===== config.mk =====
export PLATFORM = sky130hd
export DESIGN_NAME = stg_ctrl
export DESIGN_NICKNAME = d
export VERILOG_FILES = /design/src/hdl/stg_pkg.sv /design/src/hdl/stg_ctrl.sv
export SDC_FILE = /design/constraint.sdc
export NUM_CORES = 1
export LEC_CHECK = 0
export BUFFER_PORTS_ARGS = -buffer_cell sky130_fd_sc_hd__clkbuf_2
export CELL_PAD_IN_SITES_DETAIL_PLACEMENT = 1
export CELL_PAD_IN_SITES_GLOBAL_PLACEMENT = 1
export CORE_AREA = 4 4 41 43
export CTS_CLUSTER_SIZE = 12
export DETAILED_ROUTE_END_ITERATION = 6
export DIE_AREA = 0 0 45 47
export PLACE_DENSITY = 0.78
export SLEW_MARGIN = 30
export SYNTH_ARGS = -nofsm -noshare
export SYNTH_HDL_FRONTEND = slang
export SYNTH_SLANG_ARGS = --single-unit

===== constraint.sdc =====
create_clock -name clk -period 3.2 [get_ports clk]
set_input_delay 0.32 -clock clk [delete_from_list [all_inputs] [get_ports clk]]
set_output_delay 0.32 -clock clk [all_outputs]
set_load 0.01 [all_outputs]

===== src/hdl/stg_pkg.sv =====
package stg_pkg;

    localparam int DATA_W     = 16;
    localparam int PHASE_BITS = 12;
    localparam int QTR_BITS   = PHASE_BITS - 2;
    localparam int QTR_SIZE   = 1 << QTR_BITS;
    localparam int ADDR_W     = QTR_BITS + 1;
    localparam int MAG_W      = 15;
    localparam int CNT_W      = $clog2(DATA_W);
    localparam int CFG_IDX_W  = 1;

    localparam logic [CFG_IDX_W-1:0] REG_TONE_FREQ = 1'b0;
    localparam logic [CFG_IDX_W-1:0] REG_RATE_HZ   = 1'b1;

    localparam logic [DATA_W-1:0] RATE_HZ_RESET = 16'd48000;

    // pi/2 in unsigned Q60.
    localparam logic [63:0] HALF_PI_Q60 = 64'h1921FB54442D1847;

    typedef logic [MAG_W-1:0] qtr_rom_t [QTR_SIZE+1];

    typedef struct packed {
        logic start;
        logic step_mod;
        logic load_idx;
        logic step_idx;
        logic rom_rd;
        logic out_load;
    } stg_cmd_t;

    // Product of two Q60 values below 2^61, returned in Q60.
    function automatic logic [63:0] mul_q60(input logic [63:0] a, input logic [63:0] b);
        logic [127:0] prod;
        prod = {64'd0, a} * {64'd0, b};
        return prod[123:60];
    endfunction

    // Unsigned long division by shift and subtract, used while building the table.
    function automatic logic [63:0] div_u64(input logic [63:0] num, input logic [63:0] den);
        logic [64:0] part;
        logic [63:0] quo;
        part = '0;
        quo  = '0;
        for (int i = 63; i >= 0; i--) begin
            part = {part[63:0], num[i]};
            if (part >= {1'b0, den}) begin
                part   = part - {1'b0, den};
                quo[i] = 1'b1;
            end
        end
        return quo;
    endfunction

    // Quarter-wave table: floor(16384*sin(pi/2*q/QTR_SIZE)) from a Taylor series.
    // Evaluated once at elaboration.
    function automatic qtr_rom_t build_qtr_rom();
        qtr_rom_t    rom;
        logic [63:0] x;
        logic [63:0] x2;
        logic [63:0] term;
        logic [63:0] sum;
        logic [63:0] den;
        logic        add;
        for (int q = 0; q <= QTR_SIZE; q++) begin
            if (q == 0) begin
                rom[q] = '0;
            end
            else if (q == QTR_SIZE) begin
                rom[q] = MAG_W'(16384);
            end
            else begin
                x    = mul_q60(HALF_PI_Q60, 64'(q) << (62 - PHASE_BITS));
                x2   = mul_q60(x, x);
                term = x;
                sum  = x;
                add  = 1'b0;
                for (int k = 1; k < 40; k++) begin
                    if (term != 64'd0) begin
                        den  = 64'((2 * k) * (2 * k + 1));
                        term = div_u64(mul_q60(term, x2), den);
                        if (add) begin
                            sum = sum + term;
                        end
                        else begin
                            sum = sum - term;
                        end
                        add = !add;
                    end
                end
                rom[q] = sum[46+MAG_W-1:46];
            end
        end
        return rom;
    endfunction

endpackage


===== src/hdl/stg_ctrl.sv =====
module stg_ctrl (
    input  logic              clk,
    input  logic              rst_n,
    input  logic              in_valid,
    output logic              in_stall,
    output logic              out_valid,
    input  logic              out_stall,
    output stg_pkg::stg_cmd_t cmd
);
    import stg_pkg::*;

    localparam logic [2:0] ST_IDLE = 3'd0;
    localparam logic [2:0] ST_MOD  = 3'd1;
    localparam logic [2:0] ST_IDXL = 3'd2;
    localparam logic [2:0] ST_IDX  = 3'd3;
    localparam logic [2:0] ST_ROM  = 3'd4;
    localparam logic [2:0] ST_OUT  = 3'd5;

    logic [2:0]       state_reg;
    logic [2:0]       state_next;
    logic [CNT_W-1:0] cnt_reg;
    logic [CNT_W-1:0] cnt_next;
    logic             out_valid_reg;
    logic             out_valid_next;
    logic             out_free;

    assign in_stall = (state_reg != ST_IDLE);
    // The output register can take a new item when empty or being drained now.
    assign out_free = !out_valid_reg || !out_stall;

    always_comb begin
        state_next = state_reg;
        cnt_next   = cnt_reg;
        cmd        = '0;
        unique case (state_reg)
            ST_IDLE: begin
                if (in_valid) begin
                    cmd.start  = 1'b1;
                    cnt_next   = CNT_W'(DATA_W - 1);
                    state_next = ST_MOD;
                end
            end
            ST_MOD: begin
                cmd.step_mod = 1'b1;
                cnt_next     = cnt_reg - 1'b1;
                if (cnt_reg == '0) begin
                    state_next = ST_IDXL;
                end
            end
            ST_IDXL: begin
                cmd.load_idx = 1'b1;
                cnt_next     = CNT_W'(PHASE_BITS - 1);
                state_next   = ST_IDX;
            end
            ST_IDX: begin
                cmd.step_idx = 1'b1;
                cnt_next     = cnt_reg - 1'b1;
                if (cnt_reg == '0) begin
                    state_next = ST_ROM;
                end
            end
            ST_ROM: begin
                cmd.rom_rd = 1'b1;
                state_next = ST_OUT;
            end
            ST_OUT: begin
                if (out_free) begin
                    cmd.out_load = 1'b1;
                    state_next   = ST_IDLE;
                end
            end
            default: begin
                state_next = ST_IDLE;
            end
        endcase
    end

    always_comb begin
        priority if (cmd.out_load) begin
            out_valid_next = 1'b1;
        end
        else if (!out_stall) begin
            out_valid_next = 1'b0;
        end
        else begin
            out_valid_next = out_valid_reg;
        end
    end

    always_ff @(posedge clk or negedge rst_n) begin
        if (!rst_n) begin
            state_reg     <= ST_IDLE;
            cnt_reg       <= '0;
            out_valid_reg <= 1'b0;
        end
        else begin
            state_reg     <= state_next;
            cnt_reg       <= cnt_next;
            out_valid_reg <= out_valid_next;
        end
    end

    assign out_valid = out_valid_reg;

endmodule


== Yosys cells after proc, flatten, opt, wreduce, memory -nomap -nowiden ==
Cells that the tools add are included.

* Flip-flop bits (word level): 8
* Bits of input ports: 4
* Output and inout bits: 8
* Logic and storage cells: 41

* Add/subtract/negate cells: 1
* Equal/unequal tests: 10
* Multiplexer cells: 17
* Reductions and logical operators: 10

{| class="wikitable"
|+ Operators with widths
! kind !! number
|-
| $pmux 3 s6 || 1
|-
| $mux 3 || 4
|-
| $pmux 4 s3 || 1
|-
| $mux 1 || 10
|-
| $ne 2x2->1 const B || 4
|-
| $eq 3x2->1 const B || 2
|-
| $eq 3x3->1 const B || 2
|-
| $reduce_bool 3->1 || 2
|-
| $logic_not 4->1 || 1
|-
| $mux 4 || 1
|-
| $reduce_and 4->1 || 1
|-
| $sub 4x1->4 const B || 1
|-
| $eq 3x1->1 const B || 1
|-
| $logic_not 3->1 || 1
|-
| $logic_not 1->1 || 2
|-
| $ne 2x1->1 const B || 1
|-
| $reduce_and 2->1 || 1
|-
| $reduce_or 2->1 || 1
|-
| $logic_or 1x1->1 || 1
|}

== Logic depth before layout (Yosys ltp) ==
Gate-level depths: netlist (run 1).

* Word-level depth: 5
* Gate-level depth with buffers: 5
* Gate-level depth less buffers: 5

== Least setup slack after synthesis (run 1) ==
Ideal clock, no wire load.

* Path kind: reg-to-output
* From: register state_reg[2]
* To: output port cmd[5] (netlist bit)
* Arrival time: 1064 ps
* Required time: 2880 ps
* Path slack: 1816 ps
* Cell stages (with the launch flop): 4
* Path buffers: 1
* Cells stage by stage: dfrtp_1 > buf_6 > or3_1 > nor2_1

{| class="wikitable"
|+ RTL lines
! element !! RTL line !! source
|-
| from (decl) || stg_ctrl.sv:19 || <nowiki>logic [2:0] state_reg;</nowiki>
|-
| from (signal assigned) || stg_ctrl.sv:97 || <nowiki>state_reg <= state_next;</nowiki>
|-
| to (decl) || stg_ctrl.sv:8 || <nowiki>output stg_pkg::stg_cmd_t cmd</nowiki>
|}

==> results of run 1 <==
-- cell type report --
| type | instances | area [um2] | share of cell area |
|---|---|---|---|
| multi-input cells | 37 | 253 | 0.440 |
| inverters | 4 | 15.0 | 0.0261 |
| well taps | 15 | 18.8 | 0.0327 |
| flip-flops and latches | 8 | 200 | 0.349 |
| repair buffers | 12 | 65.1 | 0.113 |
| clock buffers | 3 | 22.5 | 0.0392 |
-- synth_stat cells (2+ instances only) --
library cell / number
sky130_fd_sc_hd__nand2b_1: 2
sky130_fd_sc_hd__nand2_1: 3
sky130_fd_sc_hd__inv_1: 4
sky130_fd_sc_hd__a21oi_1: 2
sky130_fd_sc_hd__nor2b_1: 2
sky130_fd_sc_hd__dfrtp_1: 8
sky130_fd_sc_hd__nor3_1: 2
sky130_fd_sc_hd__nor2_1: 6
-- where the power goes --
| group | switching (mW) | internal (mW) | total, mW |
|---|---|---|---|
| sequential | 0.0571 | 0.140 | 0.197 |
| clock | 0.0347 | 0.0429 | 0.0777 |
| combinational | 0.0938 | 0.0969 | 0.191 |
-- repair_timing --
action / CTS / global route
hold endpoints to repair: 8 / 0
hold buffers: 1 / 0
setup buffers: 0 / 0
endpoints found under the setup margin: 0 / 0
-- cell usage in the layout, fill, tap and decap left out, drive strengths merged, types with 2 or more instances in the layout --
cell	instances
nand2b	2
inv	4
nor3	2
nand2	4
nor3b	2
a221oi	2
dfrtp	8
nor2	6
a21oi	2
clkbuf	14
nor2b	2
-- routing by layer --
layer,vias to the layer above,track usage,wire length (um)
met4,0,0.105,42
met5,-,0,0
met3,4,0.0230,34
li1,203,-,-
met2,10,0.215,488
met1,188,0.159,504
-- logic make-up (layout without fill, tap and decap cells) --
| family | Yosys count | in the layout | share of synthesized area |
|---|---|---|---|
| AND/OR/NAND/NOR | 25 | 25 | 0.295 |
| AO/OA/AOI/OAI | 10 | 10 | 0.170 |
| flip-flops | 8 | 8 | 0.407 |
| buffers and inverters | 7 | 19 | 0.0789 |
| adder cells (fa/ha/maj) | 1 | 1 | 0.0254 |
| multiplexers | 1 | 1 | 0.0229 |
-- worst max path at each step --
stage	startpoint	to	slack [ns]
global placement	state_reg[0]	cmd[5]	1.70
CTS	state_reg[0]	cmd[5]	1.37
finish	state_reg[0]	cmd[5]	1.39
detailed placement	state_reg[0]	cmd[5]	1.66
floorplan	state_reg[2]	cmd[5]	1.82
global route	state_reg[0]	cmd[5]	1.30
-- worst max-delay path, stage by stage (launching register included) --
cell,delay [ns]
sky130_fd_sc_hd__dfrtp_1,0.52
sky130_fd_sc_hd__or3_1,0.47
sky130_fd_sc_hd__nor2_1,0.11
sky130_fd_sc_hd__clkbuf_2,0.14
==> out/metrics.yaml, run 1 <==
placement:
  buffer_ports.inserted: 11
  dpl_hpwl_um: 794
  place_ws_ns: 1.66
  dpl-instance-area_um2: 542
  place.gp.congestion: 0.724
  dp_cells: 75
final_layout:
  drive_above_1_share: 0.281
  finish.cell_count_without_fillers: 79
  fillCellCount: 158
  final_core_util: 0.441
  final_cell_area_um2: 574
  insertedDiodeCount: 0
  largest_register_ffs: 4
  layout.nets: 71
  areaGrowthSynthToFinish_pct: 16.8
clock_network:
  numCtsBuffers: 3
  cts-root-to-sink-buffers: 2
  cts_resized: 0
  cts.root.buffer_cell: "sky130_fd_sc_hd__clkbuf_4"
  clock-sinks: 8
  clkLatencyLatePin_ns: 0.25
  htree_num_levels: 1
  cts_tree: "built"
  clkSlewWorstSetupHoldPaths_ns: 0.05
logic_synthesis:
  post_synthesis_net_count: 57
  synthesis.yosys.warnings: 0
  synth_flop_cell: "sky130_fd_sc_hd__dfrtp_1"
  post-synth-top-area-fraction: 0.407
  synth.top_cells.by_area: "sky130_fd_sc_hd__dfrtp_1, sky130_fd_sc_hd__nor2_1, sky130_fd_sc_hd__a221oi_2"
  fraction_of_registers_with_async_set_or_reset_after_synthesis: 1.00
  syn-cell-area_um2: 492
  ys_ff_latch: 8
  synth.distinct_cells: 31
  ys_seq_area_frac: 0.407
  syn_avg_cell_area_um2: 9.46
  post_syn_instances: 52
  number_of_enable_flip_flop_cells_after_synthesis: 0
  synth_top_area_cell: "sky130_fd_sc_hd__dfrtp_1"
route:
  post_drt_wl_per_cell_um: 13.5
  tritonroute_pass_1_iters: 2
  dr_total_vias: 405
  drt-initial-drc-count: 4
  postRouteAntennaNets: 0
  vias_per_cell: 5.13
  wirelength_um: 1070
  detail_route.drc_violations: 0
power_and_ir_drop:
  power.leakage_nw: 0.290
  ir_worst_vdd_uv: 304
  power_density_mw_per_mm2: 810
  power_uw: 465
critical_path:
  reg2reg_from: "cnt_reg[0]"
  critPathMaxFanout: 14
  timing.reg2reg.setup_slack_ns: 1.80
  setup.worst_path.end_class: "output port"
  critPathRequiredTime_ns: 2.88
  worstRegToRegCells: 5
  path_class: "reg -> out"
  r2r_endpoint: "state_reg[1]"
  cp-start-kind: "register"
  crit_arrival_ns: 1.49
floorplanning:
  floorplan.io_pins: 12
  design.core.area_mm2: 0.00130
  floorplan.die_area_mm2: 0.00212
  die_width_um: 45
  initial_utilization: 0.378
  die_h_um: 47
  placement_rows: 13
sta:
  slew_headroom: 0.723
  slew_violations: 0
  final_worst_hold_slack_ns: 0.319
  highest_clock_frequency_the_design_can_meet_mhz: 552
  timing.final.hold_violations: 0
  grt_setup_unrepaired: "no"
  max_slew.worst_pin.slew_ns: 0.415
  timing.setup.tns_ns: 0
  final_min_period_over_clock_period: 0.566
  finalClockSkew_ns: 0.00417
  layout_min_cycle_time_ns: 1.81
  finalSetupViolCount: 0
  timing.final.ws_setup_ns: 1.39
hold_path:
  worstHoldStart: "out_stall"
  min_path_cells: 3
  hold_path_class: "in -> reg"
  timing.hold.worst_endpoint: "out_valid"
global_routing:
  grt_pass1_vias: 423
  grt_pass1_wl_um: 1950
  antenna_found_initial: 0
  global_route.overflow_total: 0
  globalRouteTotalUtil: 0.134
  pin_count_of_the_biggest_net_entering_global_routing: 15
status:
  run_status: "finished clean"
job:
  cap_violations: 0
Note: power is estimated with default switching activity, not from simulation.
==> inputs of run 2 (changes only) <==
CORE_AREA = unset   (was 4 4 41 43)
CORE_MARGIN = 4   (was unset)
CORE_UTILIZATION = 33   (was unset)
DIE_AREA = unset   (was 0 0 45 47)
PLACE_DENSITY = 0.74   (was 0.78)
clock period = 1.5 ns   (was 3.2 ns; I/O delays follow)
==> run 2 against run 1 <==
  * Clock power grew 120%
  * Largest power group is now combinational cells
  * Power grew 150%
  * Clock-buffer cell count is the same
  * Core utilization grew 4.7 points
  * Clock skew grew 0.0014 ns
  * Worst hold slack lost 0.18 ns
  * Final area grew 15%
  * Die area grew 2.7%
  * Worst setup slack lost 1.3 ns
  * Critical path type unchanged
  * Critical path depth is the same
  * First-iteration DRC count shrank 50%
==> out/metrics.yaml, run 2 (same netlist as run 1, synthesis figures left out) <==
floorplanning:
  floorplan.io_pins: 12  # unchanged
  placement_rows: 13  # unchanged
  die_width_um: 46.6  # +3.6%
  floorplan.die_area_mm2: 0.00217  # +2.7%
  die_h_um: 46.6  # -0.85%
  initial_utilization: 0.364  # -0.0137
  design.core.area_mm2: 0.00135  # +3.7%
clock_network:
  clock-sinks: 8  # unchanged
  clkLatencyLatePin_ns: 0.25  # about the same
  htree_num_levels: 1  # unchanged
  clkSlewWorstSetupHoldPaths_ns: 0.06  # about the same
  cts.root.buffer_cell: "sky130_fd_sc_hd__clkbuf_4"
  numCtsBuffers: 3  # unchanged
  cts-root-to-sink-buffers: 2  # unchanged
  cts_tree: "built"
job:
  cap_violations: 0  # unchanged
route:
  detail_route.drc_violations: 0  # unchanged
  vias_per_cell: 5.34  # +4.1%
  dr_total_vias: 459  # +13%
  drt-initial-drc-count: 2  # -2
  postRouteAntennaNets: 0  # unchanged
  tritonroute_pass_1_iters: 4  # +2
  wirelength_um: 1250  # +17%
  post_drt_wl_per_cell_um: 14.6  # +7.5%
sta:
  highest_clock_frequency_the_design_can_meet_mhz: 688
  slew_headroom: 0.823  # +0.100
  layout_min_cycle_time_ns: 1.45
  timing.final.hold_violations: 0  # unchanged
  slew_violations: 0  # unchanged
  finalSetupViolCount: 0  # unchanged
  grt_setup_unrepaired: "yes"
  finalClockSkew_ns: 0.00556  # +0.00139 ns
  max_slew.worst_pin.slew_ns: 0.264  # -0.151 ns
  final_min_period_over_clock_period: 0.969
hold_path:
  hold_path_class: "in -> reg"
global_routing:
  antenna_found_initial: 0  # unchanged
  pin_count_of_the_biggest_net_entering_global_routing: 10  # -5
  global_route.overflow_total: 0  # unchanged
  grt_pass1_wl_um: 2180  # +12%
  grt_pass1_vias: 481  # +14%
  globalRouteTotalUtil: 0.150  # +0.0166
critical_path:
  critPathRequiredTime_ns: 1.35  # -1.53 ns
  path_class: "reg -> out"
  setup.worst_path.end_class: "output port"
  timing.reg2reg.setup_slack_ns: 0.13  # -1.67 ns
  cp-start-kind: "register"
  crit_arrival_ns: 1.30  # -0.19 ns
  critPathMaxFanout: 4  # -10
power_and_ir_drop:
  ir_worst_vdd_uv: 801  # +160%
  power_mw: 1.15  # +150%
  power_density_mw_per_mm2: 1750  # +120%
  power.leakage_nw: 0.331  # +14%
final_layout:
  insertedDiodeCount: 0  # unchanged
  areaGrowthSynthToFinish_pct: 34.1
  commonest_non_fill_non_tap_cell_in_the_layout: "sky130_fd_sc_hd__clkbuf_2"
  most-common-layout-cells: "sky130_fd_sc_hd__clkbuf_2, sky130_fd_sc_hd__dfrtp_1, sky130_fd_sc_hd__nor2_1, sky130_fd_sc_hd__buf_4, sky130_fd_sc_hd__inv_1"
  drive_above_1_share: 0.451  # +0.169
  largest_register_ffs: 4  # unchanged
  final_cell_area_um2: 659  # +15%
  layout.nets: 78  # +9.9%
placement:
  buffer_ports.inserted: 11  # unchanged
  dpl-instance-area_um2: 549  # +1.4%
  dpl_hpwl_um: 808  # +1.8%
  place.gp.congestion: 0.749  # +3.4%
status:
  run_status: "finished clean"
run 2: cell count changes in the layout (fill, tap and decap cells not counted), moves of 2 or more:
cell,delta
sky130_fd_sc_hd__buf_2,+2
sky130_fd_sc_hd__buf_6,+3
sky130_fd_sc_hd__clkbuf_2,-3
sky130_fd_sc_hd__dfrtp_1,-2
sky130_fd_sc_hd__dfrtp_2,+2
sky130_fd_sc_hd__buf_4,+5
run 2: path summary, 6_finish.rpt:
kind                                 to  cells past startpoint          from
min                           out_valid                      3     out_stall
max in group asynchronous  state_reg[2]                      2         rst_n
max                              cmd[5]                      3  state_reg[0]
min in group asynchronous  state_reg[0]                      2         rst_n
min reg2reg                   out_valid                      2     out_valid
max reg2reg                  cnt_reg[3]                      5  state_reg[1]
run 2: metrics by stage:
step / util / setup TNS [ns] / hold WS, ns / worst slack [ns] / std cells
after global placement: 0.407 / 0 / 0.0134 / 0.176 / 76
after CTS: 0.461 / 0 / 0.134 / 0.00560 / 85
after global routing: 0.488 / -0.0261 / 0.137 / -0.0261 / 86
after detailed placement: 0.407 / 0 / 0.0148 / 0.139 / 76
final: 0.488 / 0 / 0.138 / 0.0467 / 86
after floorplan: - / 0 / -0.146 / 0.209 / 52
run 2: report_power, final:
| part | total, mW | switching [mW] | internal [mW] |
|---|---|---|---|
| clock | 0.169 | 0.0771 | 0.0919 |
| sequential | 0.394 | 0.0932 | 0.301 |
| combinational | 0.591 | 0.271 | 0.320 |
run 2: metal layers:
metal,vias up,global-route usage,part of all wire
met1,233,0.165,0.43
li1,219,-,-
met5,-,0,0
met3,2,0.0352,0.029
met2,5,0.253,0.53
met4,0,0.102,0.014
run 2: worst max-delay path: stages (launching register included):
cell and delay, ns:
sky130_fd_sc_hd__dfrtp_1 0.42, sky130_fd_sc_hd__or3_4 0.42, sky130_fd_sc_hd__nor2_2 0.08, sky130_fd_sc_hd__buf_2 0.13
run 2: final cells by class:
class / count / area (um2)
multi-input cells: 37 / 269
flip-flops and latches: 8 / 203
repair buffers: 19 / 131
well taps: 15 / 18.8
clock buffers: 3 / 22.5
inverters: 4 / 15.0
fillers: 164 / 691
run 2: repair_timing:
action,in CTS,in global routing
hold buffers,1,0
gates cloned,0,0
endpoints found under the setup margin,4,4
setup buffers,5,1
resized for setup,2,11
hold endpoints to repair,8,0
pin swaps,0,1
